**src/rtl/core/power_detector_bias_loop_macros.svh**
```systemverilog
// Assertion macros for the power detector bias loop.
// Both macros clock on aclk and are disabled while aresetn is low.
`ifndef POWER_DETECTOR_BIAS_LOOP_MACROS_SVH
`define POWER_DETECTOR_BIAS_LOOP_MACROS_SVH

// Condition that must hold at every clock edge.
`define PDBL_ASSERT_ALWAYS(label, cond, msg) \
    label: assert property (@(posedge aclk) disable iff (!aresetn) (cond)) \
        else $error(msg);

// Antecedent at one edge implies the consequent at the next edge.
`define PDBL_ASSERT_NEXT(label, ante, cons, msg) \
    label: assert property (@(posedge aclk) disable iff (!aresetn) (ante) |=> (cons)) \
        else $error(msg);

`endif

```
**src/rtl/core/pdbl_pkg.sv**
```systemverilog
// Shared types and constants for the power detector bias loop.
// Used by pdbl_div and power_detector_bias_loop; depends on nothing.
`default_nettype none

package pdbl_pkg;

    localparam int MV_W     = 12;
    localparam int TEMP_W   = 8;
    localparam int ADC_W    = 16;
    localparam int CD_W     = 7;
    localparam int CFG_A_W  = 3;
    localparam int ERR_W    = 13;
    localparam int BIAS_S_W = 14;

    // derating divider: limit difference times temperature offset over the span
    localparam int DIV_NUM_W = 20;
    localparam int DIV_DEN_W = 8;
    localparam int DIV_CNT_W = 5;
    localparam logic [DIV_CNT_W-1:0] DIV_LAST = DIV_CNT_W'(DIV_NUM_W - 1);

    // shared multiplier
    localparam int MUL_A_W = 16;
    localparam int MUL_B_W = 21;
    localparam int PROD_W  = MUL_A_W + MUL_B_W;

    // 4095/3300 reduces to 273/220; ceil(2^20 * 273/220) is exact for any 12-bit bias
    localparam int                 DAC_SHIFT = 20;
    localparam logic [MUL_B_W-1:0] DAC_RECIP = 21'd1301188;

    localparam logic [MV_W-1:0]      MV_FULL     = 12'd3300;
    localparam logic [ADC_W-1:0]     ADC_FULL    = 16'd65535;
    localparam logic [MV_W-1:0]      DAC_MAX     = 12'd4095;
    localparam logic [CD_W-1:0]      SAVE_HOLD   = 7'd100;
    localparam logic signed [ERR_W-1:0]    ERR_BAND    = 13'sd100;
    localparam logic signed [BIAS_S_W-1:0] STEP_FINE   = 14'sd1;
    localparam logic signed [BIAS_S_W-1:0] STEP_COARSE = 14'sd10;

    // configuration register indexes
    localparam logic [CFG_A_W-1:0] REG_TARGET_NORMAL = 3'd0;
    localparam logic [CFG_A_W-1:0] REG_LIMIT_WARNING = 3'd1;
    localparam logic [CFG_A_W-1:0] REG_LIMIT_DANGER  = 3'd2;
    localparam logic [CFG_A_W-1:0] REG_TEMP_WARNING  = 3'd3;
    localparam logic [CFG_A_W-1:0] REG_TEMP_DANGER   = 3'd4;
    localparam logic [CFG_A_W-1:0] REG_VREF_MAX      = 3'd5;
    localparam logic [CFG_A_W-1:0] REG_VREF_INIT     = 3'd6;

    typedef enum logic [3:0] {
        ST_IDLE,
        ST_MEAS,
        ST_MEAS_FIX,
        ST_DER,
        ST_DER_WAIT,
        ST_STEP,
        ST_DAC,
        ST_DAC_FIX,
        ST_DONE
    } state_t;

    typedef struct packed {
        logic                 start;
        logic [DIV_NUM_W-1:0] dividend;
        logic [DIV_DEN_W-1:0] divisor;
    } div_req_t;

    typedef struct packed {
        logic                 done;
        logic [DIV_NUM_W-1:0] quotient;
    } div_rsp_t;

endpackage

`default_nettype wire

```
**src/rtl/core/pdbl_div.sv**
```systemverilog
// Bit-serial restoring divider, one quotient bit per cycle.
// Depends on pdbl_pkg for widths and the request/response structs.
`default_nettype none

module pdbl_div (
    input  wire logic              aclk,
    input  wire logic              aresetn,
    input  wire pdbl_pkg::div_req_t req,
    output pdbl_pkg::div_rsp_t      rsp
);

    logic                              busy_reg, busy_next;
    logic                              done_reg, done_next;
    logic [pdbl_pkg::DIV_CNT_W-1:0]    cnt_reg, cnt_next;
    logic [pdbl_pkg::DIV_DEN_W-1:0]    rem_reg, rem_next;
    logic [pdbl_pkg::DIV_NUM_W-1:0]    quo_reg, quo_next;
    logic [pdbl_pkg::DIV_DEN_W-1:0]    den_reg, den_next;
    logic [pdbl_pkg::DIV_DEN_W:0]      shifted;
    logic [pdbl_pkg::DIV_DEN_W:0]      trial;
    logic                              fits;

    always_comb begin
        shifted = {rem_reg, quo_reg[pdbl_pkg::DIV_NUM_W-1]};
        trial   = shifted - {1'b0, den_reg};
        fits    = (shifted >= {1'b0, den_reg});

        busy_next = busy_reg;
        done_next = 1'b0;
        cnt_next  = cnt_reg;
        rem_next  = rem_reg;
        quo_next  = quo_reg;
        den_next  = den_reg;

        if (req.start) begin
            busy_next = 1'b1;
            cnt_next  = '0;
            rem_next  = '0;
            quo_next  = req.dividend;
            den_next  = req.divisor;
        end else if (busy_reg) begin
            // remainder stays below the divisor, so the low bits hold it
            rem_next = fits ? trial[pdbl_pkg::DIV_DEN_W-1:0]
                            : shifted[pdbl_pkg::DIV_DEN_W-1:0];
            quo_next = {quo_reg[pdbl_pkg::DIV_NUM_W-2:0], fits};
            cnt_next = cnt_reg + 1'b1;
            if (cnt_reg == pdbl_pkg::DIV_LAST) begin
                busy_next = 1'b0;
                done_next = 1'b1;
            end
        end
    end

    always_ff @(posedge aclk) begin
        if (!aresetn) begin
            busy_reg <= 1'b0;
            done_reg <= 1'b0;
            cnt_reg  <= '0;
        end else begin
            busy_reg <= busy_next;
            done_reg <= done_next;
            cnt_reg  <= cnt_next;
        end
        rem_reg <= rem_next;
        quo_reg <= quo_next;
        den_reg <= den_next;
    end

    assign rsp.done     = done_reg;
    assign rsp.quotient = quo_reg;

endmodule

`default_nettype wire

```
**src/rtl/core/power_detector_bias_loop.sv**
```systemverilog
// Power detector bias loop. A control word (tuser 0) turns the detector sample into
// millivolts, derates the target between the warning and danger temperatures, steps
// the bias by 1 or 10 mV toward the target unless the error is zero, clamps it and
// returns the DAC code plus a save request when the hold countdown expires below the
// warning temperature. A reload word (tuser 1) loads the bias from vref_init_reg. One
// word is in flight at a time and s_tready is low while it runs. Sample, derating and
// DAC scaling share one 16x21 multiplier (the constant divisions become a carry fold
// and a reciprocal product); the derating ratio runs through a bit-serial divider.
// The next input word is taken while the previous result still waits on m_tready;
// a result still waiting holds the next one back in ST_DONE until it is taken.
// Depends on pdbl_pkg, pdbl_div and power_detector_bias_loop_macros.svh.
`default_nettype none

`include "power_detector_bias_loop_macros.svh"

module power_detector_bias_loop (
    input  wire logic        aclk,
    input  wire logic        aresetn,
    // configuration
    input  wire logic        cfg_wr_en,
    input  wire logic [2:0]  cfg_addr,
    input  wire logic [11:0] cfg_wr_data,
    // input words
    input  wire logic        s_tvalid,
    output logic             s_tready,
    input  wire logic [23:0] s_tdata,   // adc_sample[15:0], temperature[23:16]
    input  wire logic [0:0]  s_tuser,   // mode[0]
    // result words
    output logic             m_tvalid,
    input  wire logic        m_tready,
    // dac_code[11:0], bias_mv[23:12], measured_mv[35:24], target_mv[47:36],
    // save_valid[48], save_bias_mv[60:49], zero[63:61]
    output logic [63:0]      m_tdata
);

    // configuration registers
    logic [pdbl_pkg::MV_W-1:0]   target_normal_reg;
    logic [pdbl_pkg::MV_W-1:0]   limit_warning_reg;
    logic [pdbl_pkg::MV_W-1:0]   limit_danger_reg;
    logic [pdbl_pkg::TEMP_W-1:0] temp_warning_reg;
    logic [pdbl_pkg::TEMP_W-1:0] temp_danger_reg;
    logic [pdbl_pkg::MV_W-1:0]   vref_max_reg;
    logic [pdbl_pkg::MV_W-1:0]   vref_init_reg;

    pdbl_pkg::state_t state_reg, state_next;

    // loop state
    logic [pdbl_pkg::MV_W-1:0] bias_reg, bias_next;
    logic [pdbl_pkg::CD_W-1:0] cd_reg, cd_next;

    // working registers
    logic [pdbl_pkg::ADC_W-1:0]  sample_reg, sample_next;
    logic [pdbl_pkg::TEMP_W-1:0] temp_reg, temp_next;
    logic [pdbl_pkg::MV_W-1:0]   meas_reg, meas_next;
    logic [pdbl_pkg::MV_W-1:0]   target_reg, target_next;
    logic                        save_reg, save_next;
    logic [pdbl_pkg::MV_W-1:0]   save_bias_reg, save_bias_next;
    logic [pdbl_pkg::MV_W-1:0]   dac_reg, dac_next;
    logic [pdbl_pkg::PROD_W-1:0] prod_reg, prod_next;

    // result register
    logic        m_valid_reg, m_valid_next;
    logic [63:0] m_data_reg, m_data_next;

    pdbl_pkg::div_req_t div_req;
    pdbl_pkg::div_rsp_t div_rsp;

    logic [pdbl_pkg::MUL_A_W-1:0] mul_a;
    logic [pdbl_pkg::MUL_B_W-1:0] mul_b;
    logic [pdbl_pkg::PROD_W-1:0]  product;
    logic [pdbl_pkg::ADC_W:0]     meas_sum;
    logic [pdbl_pkg::MV_W-1:0]    meas_fix;
    logic [pdbl_pkg::MV_W-1:0]    lim_diff;
    logic [pdbl_pkg::TEMP_W-1:0]  temp_off;
    logic [pdbl_pkg::TEMP_W-1:0]  temp_span;
    logic [pdbl_pkg::MV_W-1:0]    der_limit;
    logic signed [pdbl_pkg::ERR_W-1:0]    err;
    logic signed [pdbl_pkg::BIAS_S_W-1:0] bias_s;
    logic                                 err_big;
    logic [pdbl_pkg::CD_W-1:0]            cd_load;
    logic                                 accept;

    pdbl_div u_div (
        .aclk    (aclk),
        .aresetn (aresetn),
        .req     (div_req),
        .rsp     (div_rsp)
    );

    assign accept   = s_tvalid && s_tready;
    assign s_tready = (state_reg == pdbl_pkg::ST_IDLE);
    assign m_tvalid = m_valid_reg;
    assign m_tdata  = m_data_reg;

    assign lim_diff  = (limit_warning_reg > limit_danger_reg) ?
                       (limit_warning_reg - limit_danger_reg) : '0;
    assign temp_off  = temp_reg - temp_warning_reg;
    assign temp_span = temp_danger_reg - temp_warning_reg;
    assign product   = mul_a * mul_b;

    // x/65535 = (x>>16) plus one when (x>>16) + (x & 0xffff) reaches 65535
    assign meas_sum = {5'b00000, prod_reg[pdbl_pkg::ADC_W+pdbl_pkg::MV_W-1:pdbl_pkg::ADC_W]} +
                      {1'b0, prod_reg[pdbl_pkg::ADC_W-1:0]};
    assign meas_fix = prod_reg[pdbl_pkg::ADC_W+pdbl_pkg::MV_W-1:pdbl_pkg::ADC_W] +
                      {11'h000, (meas_sum >= {1'b0, pdbl_pkg::ADC_FULL})};

    // configuration writes
    always_ff @(posedge aclk) begin
        if (!aresetn) begin
            target_normal_reg <= '0;
            limit_warning_reg <= pdbl_pkg::MV_FULL;
            limit_danger_reg  <= pdbl_pkg::MV_FULL;
            temp_warning_reg  <= 8'd80;
            temp_danger_reg   <= 8'd100;
            vref_max_reg      <= pdbl_pkg::MV_FULL;
            vref_init_reg     <= '0;
        end else if (cfg_wr_en) begin
            case (cfg_addr)
                pdbl_pkg::REG_TARGET_NORMAL: target_normal_reg <= cfg_wr_data;
                pdbl_pkg::REG_LIMIT_WARNING: limit_warning_reg <= cfg_wr_data;
                pdbl_pkg::REG_LIMIT_DANGER:  limit_danger_reg  <= cfg_wr_data;
                pdbl_pkg::REG_TEMP_WARNING:  temp_warning_reg  <= cfg_wr_data[7:0];
                pdbl_pkg::REG_TEMP_DANGER:   temp_danger_reg   <= cfg_wr_data[7:0];
                pdbl_pkg::REG_VREF_MAX:      vref_max_reg      <= cfg_wr_data;
                pdbl_pkg::REG_VREF_INIT:     vref_init_reg     <= cfg_wr_data;
                default: ;
            endcase
        end
    end

    always_comb begin
        state_next     = state_reg;
        bias_next      = bias_reg;
        cd_next        = cd_reg;
        sample_next    = sample_reg;
        temp_next      = temp_reg;
        meas_next      = meas_reg;
        target_next    = target_reg;
        save_next      = save_reg;
        save_bias_next = save_bias_reg;
        dac_next       = dac_reg;
        prod_next      = prod_reg;
        m_data_next    = m_data_reg;
        m_valid_next   = m_valid_reg && !m_tready;

        mul_a            = sample_reg;
        mul_b            = {9'h000, pdbl_pkg::MV_FULL};
        div_req.start    = 1'b0;
        div_req.dividend = product[pdbl_pkg::DIV_NUM_W-1:0];
        div_req.divisor  = temp_span;

        der_limit = limit_warning_reg - div_rsp.quotient[pdbl_pkg::MV_W-1:0];
        err       = $signed({1'b0, meas_reg}) - $signed({1'b0, target_reg});
        bias_s    = $signed({2'b00, bias_reg});
        err_big   = 1'b0;
        cd_load   = cd_reg;

        case (state_reg)
            pdbl_pkg::ST_IDLE: begin
                if (accept) begin
                    sample_next = s_tdata[15:0];
                    temp_next   = s_tdata[23:16];
                    if (s_tuser[0]) begin
                        bias_next      = vref_init_reg;
                        meas_next      = '0;
                        target_next    = '0;
                        save_next      = 1'b0;
                        save_bias_next = '0;
                        state_next     = pdbl_pkg::ST_DAC;
                    end else begin
                        state_next = pdbl_pkg::ST_MEAS;
                    end
                end
            end
            pdbl_pkg::ST_MEAS: begin
                // sample * 3300
                prod_next  = product;
                state_next = pdbl_pkg::ST_MEAS_FIX;
            end
            pdbl_pkg::ST_MEAS_FIX: begin
                meas_next = meas_fix;
                if (temp_reg <= temp_warning_reg) begin
                    target_next = target_normal_reg;
                    state_next  = pdbl_pkg::ST_STEP;
                end else if (temp_reg >= temp_danger_reg) begin
                    target_next = (limit_danger_reg < target_normal_reg) ?
                                  limit_danger_reg : target_normal_reg;
                    state_next  = pdbl_pkg::ST_STEP;
                end else begin
                    state_next = pdbl_pkg::ST_DER;
                end
            end
            pdbl_pkg::ST_DER: begin
                mul_a         = {4'h0, lim_diff};
                mul_b         = {13'h0000, temp_off};
                div_req.start = 1'b1;
                state_next    = pdbl_pkg::ST_DER_WAIT;
            end
            pdbl_pkg::ST_DER_WAIT: begin
                if (div_rsp.done) begin
                    target_next = (der_limit < target_normal_reg) ?
                                  der_limit : target_normal_reg;
                    state_next  = pdbl_pkg::ST_STEP;
                end
            end
            pdbl_pkg::ST_STEP: begin
                if (err < -pdbl_pkg::ERR_BAND) begin
                    bias_s  = bias_s + pdbl_pkg::STEP_COARSE;
                    err_big = 1'b1;
                end else if (err < 0) begin
                    bias_s = bias_s + pdbl_pkg::STEP_FINE;
                end else if (err == 0) begin
                    bias_s = bias_s;
                end else if (err < pdbl_pkg::ERR_BAND) begin
                    bias_s = bias_s - pdbl_pkg::STEP_FINE;
                end else begin
                    bias_s  = bias_s - pdbl_pkg::STEP_COARSE;
                    err_big = 1'b1;
                end
                if (bias_s < 0) begin
                    bias_next = '0;
                end else if (bias_s > $signed({2'b00, vref_max_reg})) begin
                    bias_next = vref_max_reg;
                end else begin
                    bias_next = bias_s[pdbl_pkg::MV_W-1:0];
                end
                cd_load        = err_big ? pdbl_pkg::SAVE_HOLD : cd_reg;
                save_next      = 1'b0;
                save_bias_next = '0;
                cd_next        = cd_load;
                if (cd_load != '0) begin
                    cd_next = cd_load - 1'b1;
                    if (cd_load == 7'd1 && temp_reg < temp_warning_reg) begin
                        save_next      = 1'b1;
                        save_bias_next = bias_next;
                    end
                end
                state_next = pdbl_pkg::ST_DAC;
            end
            pdbl_pkg::ST_DAC: begin
                // bias * 273/220 in 20-bit fixed point
                mul_a      = {4'h0, bias_reg};
                mul_b      = pdbl_pkg::DAC_RECIP;
                prod_next  = product;
                state_next = pdbl_pkg::ST_DAC_FIX;
            end
            pdbl_pkg::ST_DAC_FIX: begin
                // bias above 3300 saturates the code
                dac_next   = prod_reg[pdbl_pkg::DAC_SHIFT+pdbl_pkg::MV_W] ? pdbl_pkg::DAC_MAX :
                             prod_reg[pdbl_pkg::DAC_SHIFT+pdbl_pkg::MV_W-1:pdbl_pkg::DAC_SHIFT];
                state_next = pdbl_pkg::ST_DONE;
            end
            pdbl_pkg::ST_DONE: begin
                if (!m_valid_reg || m_tready) begin
                    m_valid_next = 1'b1;
                    m_data_next  = {3'b000, save_bias_reg, save_reg, target_reg,
                                    meas_reg, bias_reg, dac_reg};
                    state_next   = pdbl_pkg::ST_IDLE;
                end
            end
            default: begin
                state_next = pdbl_pkg::ST_IDLE;
            end
        endcase
    end

    always_ff @(posedge aclk) begin
        if (!aresetn) begin
            state_reg   <= pdbl_pkg::ST_IDLE;
            bias_reg    <= '0;
            cd_reg      <= '0;
            m_valid_reg <= 1'b0;
        end else begin
            state_reg   <= state_next;
            bias_reg    <= bias_next;
            cd_reg      <= cd_next;
            m_valid_reg <= m_valid_next;
        end
        sample_reg    <= sample_next;
        temp_reg      <= temp_next;
        meas_reg      <= meas_next;
        target_reg    <= target_next;
        save_reg      <= save_next;
        save_bias_reg <= save_bias_next;
        dac_reg       <= dac_next;
        prod_reg      <= prod_next;
        m_data_reg    <= m_data_next;
    end

    `PDBL_ASSERT_ALWAYS(a_save_bias_match,
        !(m_valid_reg && m_data_reg[48]) || (m_data_reg[60:49] == m_data_reg[23:12]),
        "save bias differs from bias")
    `PDBL_ASSERT_NEXT(a_one_in_flight, s_tvalid && s_tready, !s_tready,
        "second word taken while busy")
    `PDBL_ASSERT_ALWAYS(a_cd_bound, cd_reg < pdbl_pkg::SAVE_HOLD,
        "save countdown out of range")

endmodule

`default_nettype wire
```
**config.mk**
```make
export PLATFORM = sky130hd
export DESIGN_NAME = power_detector_bias_loop
export DESIGN_NICKNAME = d
export VERILOG_FILES = /design/src/rtl/core/pdbl_pkg.sv /design/src/rtl/core/pdbl_div.sv /design/src/rtl/core/power_detector_bias_loop.sv
export VERILOG_INCLUDE_DIRS = /design/src /design/src/rtl/core
export SDC_FILE = /design/constraint.sdc
export NUM_CORES = 1
export LEC_CHECK = 0
export BUFFER_PORTS_ARGS = -buffer_cell sky130_fd_sc_hd__buf_2
export CAP_MARGIN = 20
export CORE_ASPECT_RATIO = 2
export CORE_MARGIN = 2
export CORE_UTILIZATION = 45
export CTS_CLUSTER_SIZE = 25
export DETAILED_ROUTE_END_ITERATION = 7
export PLACE_DENSITY = 0.7
export SETUP_SLACK_MARGIN = 0.02
export SYNTH_ARGS = -nofsm -noshare
export SYNTH_HDL_FRONTEND = slang
export SYNTH_SLANG_ARGS = --single-unit
```
**constraint.sdc**
```tcl
create_clock -name aclk -period 19.6 [get_ports aclk]
set_input_delay 2.94 -clock aclk [delete_from_list [all_inputs] [get_ports aclk]]
set_output_delay 2.94 -clock aclk [all_outputs]
set_load 0.03 [all_outputs]
```
==> impl_metrics.env <==
export IMPL_status="complete, no violations"
export IMPL_clk_latency_ns=0.59
export IMPL_tritoncts="built"
export IMPL_synth_cell_area_um2=24900
export IMPL_hold_class="reg -> reg"
export IMPL_antenna_left=0
export IMPL_initial_utilization_pct=45.6
export IMPL_yosysWarnings=0
export IMPL_crit_arrival_ns=9.86
export IMPL_skew_ns=0.0238
export IMPL_post_dp_hpwl_mm=59.6
export IMPL_synthCells=2573
export IMPL_cts_buffer_depth=3
export IMPL_grt_pass1_vias=19800
export IMPL_drc_errors=0
export IMPL_synth_distinct_cells=84
export IMPL_rows=121
export IMPL_critical_path_max_stage_delay_ns=0.56
export IMPL_critPathBufInv=8
export IMPL_grt_pass1_wl_mm=108
export IMPL_fin_nets=3207
export IMPL_maxCapViolCount=0
export IMPL_fmax_ghz=0.105
export IMPL_viasPerCell=5.51
export IMPL_drt_initial_drc_count=1080
export IMPL_cts_made_buffers=29
export IMPL_htreeDepth=1
export IMPL_dr_pass1_iters=6
export IMPL_synthFlopType="edfxtp_1"
export IMPL_required_ns=19.92
export IMPL_drv_slew=0
export IMPL_hold_viol=0
export IMPL_clk_pin_slew_ns=0.07
export IMPL_ys_seq_area_share_pct=32.8
export IMPL_drive_above_1_share_pct=9.01
export IMPL_fin_crit_sh_pct=48.7
export IMPL_die_area_um2=57200
export IMPL_cp_depth=38
export IMPL_cts_sinks=310
export IMPL_fin_setup_tns_ns=0
export IMPL_rsz0062_at_grt="no"
export IMPL_largest_register_ffs=61
export IMPL_ys_seq_elements=310
export IMPL_wire_per_inst_um=20.9
export IMPL_cpLargestDelayFamily="adder cells"
export IMPL_grt_max_degree=62
export IMPL_core_um2=54500
export IMPL_path_class="reg -> reg"
export IMPL_cp_max_fo=14
export IMPL_cts_hold_buf=0
export IMPL_grt_antenna_before_repair=4
export IMPL_ff2ff_path_depth=38
export IMPL_slew_headroom_pct=38.1
export IMPL_critPathCaptureType="flip-flop"
export IMPL_grt_use_total_pct=25.1
export IMPL_portBuffers=107
export IMPL_die_height_um=336
export IMPL_cts_setup_buffers=0
export IMPL_tightestPinTransition_ns=0.929
export IMPL_synth_edf_count=195
export IMPL_worst_hold_path_num_cells=0
export IMPL_gp_congestion=0.968
export IMPL_syn_to_final_growth_pct=9.44
export IMPL_slowest_stage="fa_1"
export IMPL_ys_async_sr_fraction_pct=0
export IMPL_cts_root_buf="clkbuf_16"
export IMPL_grt_ovfl_total=0
export IMPL_avgSynthCellArea_um2=9.66
export IMPL_min_period_ns=9.55
export IMPL_fp_dieW_um=170
export IMPL_io_pins=111
export IMPL_wl_mm=71.1
export IMPL_worst_setup_path_start_kind="flip-flop"
export IMPL_vias=18800
export IMPL_cts_resized=0
export IMPL_setup_viol=0
per-stage QoR:
step | setup slack, ns | utilization (%) | instance area, µm² | std cells | hold WS, ns
final | 10.05 | 49.9 | 27200 | 3406 | 0.418
after global routing | 9.40 | 49.9 | 27200 | 3405 | 0.425
after floorplan | 11.00 | - | 25000 | 2609 | 0.400
after global placement | 10.16 | 48.2 | 26300 | 3346 | 0.401
after CTS | 10.07 | 49.8 | 27200 | 3400 | 0.421
after detailed placement | 10.11 | 48.2 | 26300 | 3347 | 0.405
cells in the mapped netlist, types with 18 or more instances:
library cell / n / area (µm²)
inv_1: 418 / 1570
nand2_1: 254 / 953
ha_1: 252 / 3150
fa_1: 203 / 4060
edfxtp_1: 195 / 5860
nor2_1: 184 / 691
a21oi_1: 160 / 801
dfxtp_1: 115 / 2300
o21ai_0: 86 / 430
xnor2_1: 70 / 613
clkbuf_1: 52 / 195
a21o_1: 47 / 353
nand3_1: 40 / 200
nand2b_1: 38 / 238
or2_2: 33 / 206
nor2b_1: 32 / 200
nor3_1: 31 / 155
xor2_1: 30 / 263
o211ai_1: 29 / 218
mux2i_1: 23 / 230
and2_1: 20 / 125
nand4_1: 20 / 125
o21bai_1: 18 / 135
o22ai_1: 18 / 113
layout by cell type (no fill, tap or decap), types with 20 or more instances in the layout:
cell,count
ha_1,252
nand2b_1,38
nor2b_1,31
nand2_1,254
conb_1,38
buf_2,108
nor2_1,183
nor3_1,30
edfxtp_1,195
and2_1,20
buf_4,24
o21ai_0,86
inv_1,418
nand4_1,20
o211ai_1,29
or2_2,33
fa_1,203
nand3_1,40
a21o_1,47
a21oi_1,160
xnor2_1,70
xor2_1,30
clkbuf_16,30
mux2i_1,23
dfxtp_1,115
area by class of cell:
cell class | count | area (µm²)
fill | 5074 | 27300
clock buffer | 38 | 791
clock inverter | 15 | 92.6
antenna | 1 | 2.50
timing repair buffer | 133 | 732
multi-input combinational | 1814 | 15000
sequential | 310 | 8160
tap | 676 | 846
inverter | 419 | 1570
layer usage:
metal	vias to the layer above	part of all wire, %	track usage (%)
li1	8868	-	-
met1	9098	31	22.3
met2	552	54	48.2
met3	259	4.1	2.78
met4	6	11	22.7
met5	-	0.060	0
logic make-up after synthesis:
family	share of synthesized area, %
and+or+nand+nor	13.3
buffers and inverters	7.44
AOI/OAI and AO/OA	12.5
adders and majority gates	29.0
DFF	32.8
xor gates and xnor gates	3.52
muxes	1.33
other	0.0302
worst paths after layout:
kind | slack [ns] | from | endpoint
worst min-delay path | 0.42 | dac_reg[10]$_SDFFCE_PP1P_ | m_tdata[10]$_DFFE_PP_
worst max-delay path | 10.05 | limit_danger_reg[0]$_SDFFE_PN0P_ | prod_reg[29]$_DFFE_PP_
worst min register to register | 0.42 | dac_reg[10]$_SDFFCE_PP1P_ | m_tdata[10]$_DFFE_PP_
worst max register to register | 10.05 | limit_danger_reg[0]$_SDFFE_PN0P_ | prod_reg[29]$_DFFE_PP_
Power is left out: the tool's default activity adds up to more than one toggle a clock period on the data nets, which glitch-free logic cannot reach.
